File: src/hw/rtl/lds_pkg.sv
// Shared types and constants for the LOOK disk scheduler.
// Used by lds_ctrl, lds_datapath and look_disk_scheduler; no dependencies.
package lds_pkg;

  localparam int CylW     = 16;
  localparam int TotW     = 17;
  localparam int CfgW     = 17;
  localparam int CfgIdxW  = 2;
  localparam int OutDataW = 72;

  localparam logic [CfgIdxW-1:0] REG_CYL_COUNT  = 2'd0;
  localparam logic [CfgIdxW-1:0] REG_HEAD_START = 2'd1;
  localparam logic [CfgIdxW-1:0] REG_HEAD_PREV  = 2'd2;

  localparam logic [CfgW-1:0] CylCountReset = 17'h10000;

  typedef struct packed {
    logic store;
    logic start;
    logic scan_clear;
    logic scan_run;
    logic emit;
    logic clear_batch;
  } cmd_t;

  typedef struct packed {
    logic scan_done;
    logic out_free;
    logic last_move;
  } sts_t;

endpackage

File: src/hw/rtl/lds_ctrl.sv
// Controller state machine of the LOOK disk scheduler.
// Depends on lds_pkg; drives lds_datapath through cmd_t, reads sts_t.
module lds_ctrl (
  input  logic          clk,
  input  logic          rst_n,
  input  logic          in_tvalid,
  input  logic          in_tlast,
  output logic          in_tready,
  input  lds_pkg::sts_t sts,
  output lds_pkg::cmd_t cmd
);

  typedef enum logic [2:0] {
    S_LOAD = 3'b001,
    S_SCAN = 3'b010,
    S_EMIT = 3'b100
  } state_t;

  state_t state_r, state_nxt;

  always_ff @(posedge clk) begin
    if (!rst_n) begin
      state_r <= S_LOAD;
    end else begin
      state_r <= state_nxt;
    end
  end

  always_comb begin
    state_nxt = state_r;
    cmd       = '0;
    in_tready = 1'b0;
    case (state_r)
      S_LOAD: begin
        in_tready = 1'b1;
        if (in_tvalid) begin
          cmd.store = 1'b1;
          if (in_tlast) begin
            cmd.start      = 1'b1;
            cmd.scan_clear = 1'b1;
            state_nxt      = S_SCAN;
          end
        end
      end
      S_SCAN: begin
        cmd.scan_run = 1'b1;
        if (sts.scan_done) begin
          state_nxt = S_EMIT;
        end
      end
      S_EMIT: begin
        if (sts.out_free) begin
          cmd.emit = 1'b1;
          if (sts.last_move) begin
            cmd.clear_batch = 1'b1;
            state_nxt       = S_LOAD;
          end else begin
            cmd.scan_clear = 1'b1;
            state_nxt      = S_SCAN;
          end
        end
      end
      default: begin
        state_nxt = S_LOAD;
      end
    endcase
  end

endmodule

File: src/hw/rtl/lds_datapath.sv
// Datapath of the LOOK disk scheduler: config registers, request memory,
// selection scan and output register. Depends on lds_pkg.
module lds_datapath #(
  parameter int MAX_REQUESTS = 32
) (
  input  logic                              clk,
  input  logic                              rst_n,
  input  logic                              cfg_we,
  input  logic [lds_pkg::CfgIdxW-1:0]       cfg_index,
  input  logic [lds_pkg::CfgW-1:0]          cfg_wdata,
  input  logic [lds_pkg::CylW-1:0]          req_cyl,
  input  lds_pkg::cmd_t                     cmd,
  output lds_pkg::sts_t                     sts,
  output logic                              out_tvalid,
  input  logic                              out_tready,
  output logic [lds_pkg::OutDataW-1:0]      out_tdata,
  output logic [0:0]                        out_tuser,
  output logic                              out_tlast
);

  localparam int CW = $clog2(MAX_REQUESTS + 1);
  localparam int IW = (MAX_REQUESTS > 1) ? $clog2(MAX_REQUESTS) : 1;
  localparam int PadW = lds_pkg::OutDataW - 3 * lds_pkg::CylW - lds_pkg::TotW;

  logic [lds_pkg::CfgW-1:0]  cyl_count_r;
  logic [lds_pkg::CylW-1:0]  head_start_r;
  logic [lds_pkg::CylW-1:0]  head_prev_r;

  logic [lds_pkg::CylW-1:0]  mem [MAX_REQUESTS];
  logic [CW-1:0]             count_r;
  logic [CW-1:0]             done_r;
  logic [MAX_REQUESTS-1:0]   served_r;
  logic [lds_pkg::CylW-1:0]  head_r;
  logic [lds_pkg::TotW-1:0]  total_r;

  logic [CW-1:0]             scan_cnt_r;
  logic                      rd_v_r;
  logic [IW-1:0]             rd_idx_r;
  logic [lds_pkg::CylW-1:0]  rd_data_r;
  logic                      best_valid_r;
  logic [lds_pkg::CylW:0]    best_key_r;
  logic [IW-1:0]             best_idx_r;
  logic [lds_pkg::CylW-1:0]  best_val_r;

  logic                      out_valid_r;
  logic [lds_pkg::CylW-1:0]  from_r, to_r, dist_r;
  logic [lds_pkg::TotW-1:0]  tot_r;
  logic                      empty_r, final_r;

  logic                      req_ok;
  logic                      issue;
  logic                      up_first;
  logic                      rd_upper;
  logic [lds_pkg::CylW:0]    rd_key;
  logic                      take;
  logic                      empty_batch;
  logic [lds_pkg::CylW-1:0]  to_sel;
  logic [lds_pkg::CylW-1:0]  dist_sel;
  logic [lds_pkg::TotW-1:0]  total_sel;

  // config registers
  always_ff @(posedge clk) begin
    if (!rst_n) begin
      cyl_count_r  <= lds_pkg::CylCountReset;
      head_start_r <= '0;
      head_prev_r  <= '0;
    end else if (cfg_we) begin
      case (cfg_index)
        lds_pkg::REG_CYL_COUNT:  cyl_count_r  <= cfg_wdata;
        lds_pkg::REG_HEAD_START: head_start_r <= cfg_wdata[lds_pkg::CylW-1:0];
        lds_pkg::REG_HEAD_PREV:  head_prev_r  <= cfg_wdata[lds_pkg::CylW-1:0];
        default: ;
      endcase
    end
  end

  assign req_ok = ({1'b0, req_cyl} < cyl_count_r) && (count_r < CW'(MAX_REQUESTS));
  assign issue  = cmd.scan_run && (scan_cnt_r < count_r);

  // request memory
  always_ff @(posedge clk) begin
    if (cmd.store && req_ok) begin
      mem[count_r[IW-1:0]] <= req_cyl;
    end
    rd_data_r <= mem[scan_cnt_r[IW-1:0]];
  end

  // order key: first sweep group, then ascending or descending cylinder
  assign up_first = head_prev_r < head_start_r;
  assign rd_upper = rd_data_r >= head_start_r;
  assign rd_key   = {rd_upper ^ up_first, rd_upper ? rd_data_r : ~rd_data_r};
  assign take     = rd_v_r && !served_r[rd_idx_r] && (!best_valid_r || rd_key < best_key_r);

  always_ff @(posedge clk) begin
    if (!rst_n) begin
      scan_cnt_r   <= '0;
      rd_v_r       <= 1'b0;
      best_valid_r <= 1'b0;
    end else if (cmd.scan_clear) begin
      scan_cnt_r   <= '0;
      rd_v_r       <= 1'b0;
      best_valid_r <= 1'b0;
    end else begin
      rd_v_r <= issue;
      if (issue) begin
        scan_cnt_r <= scan_cnt_r + CW'(1);
      end
      if (take) begin
        best_valid_r <= 1'b1;
      end
    end
  end

  always_ff @(posedge clk) begin
    if (issue) begin
      rd_idx_r <= scan_cnt_r[IW-1:0];
    end
    if (take) begin
      best_key_r <= rd_key;
      best_idx_r <= rd_idx_r;
      best_val_r <= rd_data_r;
    end
  end

  // move computation
  assign empty_batch = (count_r == '0);
  assign to_sel      = empty_batch ? head_start_r : best_val_r;
  assign dist_sel    = (to_sel >= head_r) ? (to_sel - head_r) : (head_r - to_sel);
  assign total_sel   = total_r + {1'b0, dist_sel};

  always_ff @(posedge clk) begin
    if (!rst_n) begin
      count_r  <= '0;
      done_r   <= '0;
      served_r <= '0;
    end else begin
      if (cmd.start) begin
        done_r   <= '0;
        served_r <= '0;
      end else if (cmd.emit) begin
        done_r <= done_r + CW'(1);
        if (!empty_batch) begin
          served_r[best_idx_r] <= 1'b1;
        end
      end
      if (cmd.clear_batch) begin
        count_r <= '0;
      end else if (cmd.store && req_ok) begin
        count_r <= count_r + CW'(1);
      end
    end
  end

  always_ff @(posedge clk) begin
    if (cmd.start) begin
      head_r  <= head_start_r;
      total_r <= '0;
    end else if (cmd.emit) begin
      head_r  <= to_sel;
      total_r <= total_sel;
    end
  end

  // output register
  always_ff @(posedge clk) begin
    if (!rst_n) begin
      out_valid_r <= 1'b0;
    end else if (cmd.emit) begin
      out_valid_r <= 1'b1;
    end else if (out_tready) begin
      out_valid_r <= 1'b0;
    end
  end

  always_ff @(posedge clk) begin
    if (cmd.emit) begin
      from_r  <= head_r;
      to_r    <= to_sel;
      dist_r  <= dist_sel;
      tot_r   <= total_sel;
      empty_r <= empty_batch;
      final_r <= sts.last_move;
    end
  end

  assign sts.scan_done = (scan_cnt_r == count_r) && !rd_v_r;
  assign sts.out_free  = !out_valid_r || out_tready;
  assign sts.last_move = empty_batch || ((done_r + CW'(1)) == count_r);

  assign out_tvalid = out_valid_r;
  assign out_tdata  = {{PadW{1'b0}}, tot_r, dist_r, to_r, from_r};
  assign out_tuser  = empty_r;
  assign out_tlast  = final_r;

endmodule

File: src/hw/rtl/look_disk_scheduler.sv
// LOOK disk scheduler: one request word per cycle while in_tready is high (low
// during scan and emit); on tlast, n moves follow. Each move is a memory scan of
// the n stored requests, a compare and an emit; an empty batch gives its single
// result. Next batch loads while the last result waits. Reset is synchronous,
// active low; the request memory is not cleared.
module look_disk_scheduler #(
  parameter int MAX_REQUESTS = 32
) (
  input  logic                          clk,
  input  logic                          rst_n,
  input  logic                          in_tvalid,
  output logic                          in_tready,
  input  logic [15:0]                   in_tdata,   // request_cylinder
  input  logic                          in_tlast,   // batch_end
  output logic                          out_tvalid,
  input  logic                          out_tready,
  // from_cylinder, to_cylinder, move_distance, running_total, zero pad
  output logic [lds_pkg::OutDataW-1:0]  out_tdata,
  output logic [0:0]                    out_tuser,  // batch_empty
  output logic                          out_tlast,  // final_move
  input  logic                          cfg_we,
  input  logic [lds_pkg::CfgIdxW-1:0]   cfg_index,
  input  logic [lds_pkg::CfgW-1:0]      cfg_wdata
);

  lds_pkg::cmd_t cmd;
  lds_pkg::sts_t sts;

  lds_ctrl u_ctrl (
    .clk       (clk),
    .rst_n     (rst_n),
    .in_tvalid (in_tvalid),
    .in_tlast  (in_tlast),
    .in_tready (in_tready),
    .sts       (sts),
    .cmd       (cmd)
  );

  lds_datapath #(
    .MAX_REQUESTS (MAX_REQUESTS)
  ) u_datapath (
    .clk        (clk),
    .rst_n      (rst_n),
    .cfg_we     (cfg_we),
    .cfg_index  (cfg_index),
    .cfg_wdata  (cfg_wdata),
    .req_cyl    (in_tdata),
    .cmd        (cmd),
    .sts        (sts),
    .out_tvalid (out_tvalid),
    .out_tready (out_tready),
    .out_tdata  (out_tdata),
    .out_tuser  (out_tuser),
    .out_tlast  (out_tlast)
  );

endmodule
File: config.mk
export PLATFORM = sky130hd
export DESIGN_NAME = look_disk_scheduler
export DESIGN_NICKNAME = d
export VERILOG_FILES = /design/src/hw/rtl/lds_pkg.sv /design/src/hw/rtl/lds_ctrl.sv /design/src/hw/rtl/lds_datapath.sv /design/src/hw/rtl/look_disk_scheduler.sv
export SDC_FILE = /design/constraint.sdc
export NUM_CORES = 1
export LEC_CHECK = 0
export BUFFER_PORTS_ARGS = -buffer_cell sky130_fd_sc_hd__buf_2
export CAP_MARGIN = 25
export CORE_MARGIN = 2
export CORE_UTILIZATION = 45
export CTS_CLUSTER_SIZE = 25
export DETAILED_ROUTE_END_ITERATION = 7
export PLACE_DENSITY = 0.61
export SLEW_MARGIN = 0
export SYNTH_ARGS = -nofsm -noshare
export SYNTH_HDL_FRONTEND = slang
export SYNTH_SLANG_ARGS = --single-unit
export TNS_END_PERCENT = 100
File: constraint.sdc
create_clock -name clk -period 13.3 [get_ports clk]
set_input_delay 1.33 -clock clk [delete_from_list [all_inputs] [get_ports clk]]
set_output_delay 1.33 -clock clk [all_outputs]
set_load 0.005 [all_outputs]
==> impl_metrics.py <==
metrics = {
    "timing": {
        "fin_setup_tns_ns": 0,
        "slew_headroom": 0.307,
        "worst_slew_pin_slew_ns": 1.03,
        "hold_violations": 0,
        "layout_setup_ws_ns": 6.88,
        "clock.fmax_mhz": 156,
        "setup_violations": 0,
        "rsz0062_at_grt": "no",
        "skew_ns": 0.0410,
        "drv_slew": 0,
        "fin_crit_sh": 0.482,
        "period_minus_slack_ns": 6.42,
    },
    "setup_path": {
        "start_kind": "register",
        "path_max_fanout": 34,
        "slowest_stage": "o41ai_1",
        "path_cells": "inv_1 -> nand3_1 -> nand3b_1 -> buf_4 -> nor2_1 -> a21oi_1 -> inv_1 -> ha_1 -> o211ai_1 -> a21oi_1 -> o41ai_1 -> a211oi_2 -> buf_4 -> a211oi_1 -> a21oi_1 -> xor2_1 -> ha_1 -> o211ai_1 -> a21oi_1 -> a211oi_1 -> o221ai_1 -> a311o_1 -> xor2_1",
        "cpMostUsedCell": "a21oi_1",
        "worstSetupEndpointType": "register",
        "required_ns": 13.66,
        "critPathKind": "reg2reg",
        "reg2regPathDepth": 23,
        "crit_path_max_incr_delay_ns": 0.77,
        "reg2reg_slack_ns": 6.88,
        "cp.arrival_ns": 6.77,
    },
    "synthesis": {
        "yosysUniqueCellTypes": 63,
        "synth.area.top_cells": "edfxtp_1 (58%), mux4_2 (12%), dfxtp_1 (8.4%)",
        "synth-seq-cells": 776,
        "async_reset_ff_frac": 0,
        "netlist_instances": 2084,
        "ys_seq_area_frac": 0.668,
        "synthTopCellsByCount": "edfxtp_1 (638), mux4_2 (168), nand2_1 (139)",
        "synth_edf_count": 638,
        "yosysMostFrequentCell": "edfxtp_1",
        "synth-warning-count": 0,
        "ys.flop_type": "edfxtp_1",
        "syn_area_um2": 32800,
        "synth_area_leader_cell": "edfxtp_1",
        "synth_top_area_frac": 0.584,
        "syn_avg_cell_area_um2": 15.7,
    },
    "pwr": {
        "switching_power_mw": 1.25,
        "pwr_density_cell_nw_per_um2": 144,
        "pwr-share-seq": 0.500,
        "combPwrFrac": 0.081,
        "swShare": 0.233,
        "power.share.clock": 0.419,
        "ir_drop_v": 0.000122,
        "p_leak_nw": 12.7,
        "intPower_mw": 4.13,
    },
    "global_route": {
        "grt_use_total": 0.202,
        "grt_pass1_wl_mm": 113,
        "antenna_found_initial": 7,
        "grt_overflow": 0,
        "grt_max_degree": 91,
        "grt_pass1_vias": 18400,
    },
    "placement": {
        "dp_cells": 3107,
        "place_congestion": 0.828,
        "hpwl_mm": 46.6,
        "portBuffers": 109,
        "dp_slack_ns": 6.93,
        "post_dp_cell_area_um2": 34600,
    },
    "floorplanning": {
        "die_w_um": 274,
        "fp.coreArea_um2": 72600,
        "row_count": 99,
        "ios": 117,
        "start_util": 0.452,
        "fp.dieH_um": 274,
        "die-area_um2": 75100,
    },
    "hold_path": {
        "holdCritPathClass": "reg2reg",
        "hold_depth": 2,
    },
    "detailed_routing": {
        "wl_per_cell_um": 23.2,
        "vias_per_cell": 5.59,
        "num_vias": 18200,
        "ant_nets": 0,
        "drt_iter0_markers": 1607,
        "drt_pass1_iterations": 7,
        "drc": 0,
        "wl_mm": 75.5,
    },
    "cts": {
        "clock-root-buffer": "clkbuf_16",
        "postCtsSetupBuffers": 0,
        "cts_buffer_depth": 3,
        "htree_levels": 3,
        "cts.sinks": 776,
        "clk-insertion-delay-late_ns": 0.65,
        "cts.repair.resized": 0,
        "cts_tree": "built",
        "cts.clk_slew.worst_paths_ns": 0.06,
        "cts_buffers": 82,
        "hold_buffers": 0,
    },
    "cells_and_area": {
        "final_nets": 2399,
        "drive_gt1_frac": 0.208,
        "area_delta_synth_final_pct": 13.7,
        "fin_cells": 3256,
        "diodes": 0,
        "postLayoutCellArea_um2": 37300,
    },
    "run_status": {
        "status": "completed",
    },
    "job": {
        "drv_cap": 0,
    },
}
[critical path: cells and delay by family, from the launching register on]
family          cells  cell delay (ns)
fa+ha+maj           2             0.77
compound gates     12             3.08
xor+xnor            2             0.32
buf+inv             4             0.85
flops               1             0.63
simple gates        3             0.44
[path summary, 6_finish.rpt]
kind | startpoint | endpoint
hold reg to reg | u_datapath.served_r[22] | u_datapath.served_r[22]
setup reg to reg | u_datapath.count_r[4] | u_datapath.tot_r[16]
setup / recovery | u_datapath.count_r[4] | u_datapath.tot_r[16]
hold / removal | u_datapath.served_r[22] | u_datapath.served_r[22]
[cells by family (layout without fill, tap and decap cells)]
kind of cell / Yosys count / in the layout / synth area share
flip-flops: 776 / 776 / 0.668
AND/OR/NAND/NOR: 400 / 400 / 0.0549
AO/OA/AOI/OAI: 322 / 322 / 0.0635
buffers and inverters: 203 / 410 / 0.0245
multiplexers: 193 / 193 / 0.124
adder cells (fa/ha/maj): 124 / 124 / 0.0480
XOR/XNOR: 65 / 65 / 0.0174
other: 1 / 7 / 0.000114
[flip-flops by register name, summed over array words and instances (netlist names), 3 cells and up]
name / count
u_datapath.mem: 512
u_datapath.served_r: 32
u_datapath.best_key_r: 17
u_datapath.cyl_count_r: 17
u_datapath.tot_r: 17
u_datapath.total_r: 17
u_datapath.best_val_r: 16
u_datapath.dist_r: 16
u_datapath.from_r: 16
u_datapath.head_prev_r: 16
u_datapath.head_r: 16
u_datapath.head_start_r: 16
u_datapath.rd_data_r: 16
u_datapath.to_r: 16
u_datapath.count_r: 6
u_datapath.done_r: 6
u_datapath.scan_cnt_r: 6
u_datapath.best_idx_r: 5
u_datapath.rd_idx_r: 5
u_ctrl.state_r: 3
[cell type report]
cell class              instances  area (µm²)
multi-input cells            1111       10100
clock inverters                42         472
fillers                      6041       35300
clock buffers                 105        2200
flip-flops and latches        776       21900
inverters                     105         395
repair buffers                158         973
well taps                     959        1200
[cells in the final DEF, fill, tap and decap left out, types with 8 or more instances in the layout]
cell,n
xnor2_1,42
buf_4,46
mux4_2,168
o21ai_0,38
nand2_1,139
inv_1,102
a22o_1,15
clkinv_1,16
nand3_1,22
o21a_1,10
nand4_1,9
nor3_1,21
clkbuf_1,18
and3_1,8
a211oi_1,10
edfxtp_1,638
ha_1,121
mux2_2,17
nor2_1,137
nor2b_1,9
dfxtp_1,134
clkinv_2,17
a21boi_0,51
nand2b_1,10
a21oi_1,119
mux2i_1,8
a21o_1,22
buf_2,109
clkbuf_16,83
xor2_1,23
a31oi_1,9
[per-layer routing]
metal	up-vias	part of all wire	global-route usage
li1	8278	-	-
met5	-	0.0010	0
met4	12	0.021	0.0531
met3	118	0.052	0.0316
met1	9313	0.43	0.271
met2	496	0.50	0.344
[metrics by stage]
stage	power (mW)	util	hold slack, ns
2_1_floorplan	3.03	-	0.424
3_3_place_gp	3.17	0.476	0.441
3_5_place_dp	3.18	0.477	0.451
4_1_cts	5.43	0.513	0.465
5_1_grt	5.56	0.514	0.494
6_report	5.38	0.514	0.463
[power groups by stage]
stage          clock, mW  sequential, mW  combinational (mW)
3_5_place_dp           0            2.74               0.437
4_1_cts             2.30            2.69               0.439
2_1_floorplan          0            2.73               0.301
5_1_grt             2.38            2.69               0.486
6_report            2.25            2.69               0.437
3_3_place_gp           0            2.74               0.428
Note: power is estimated with default switching activity, not from simulation.
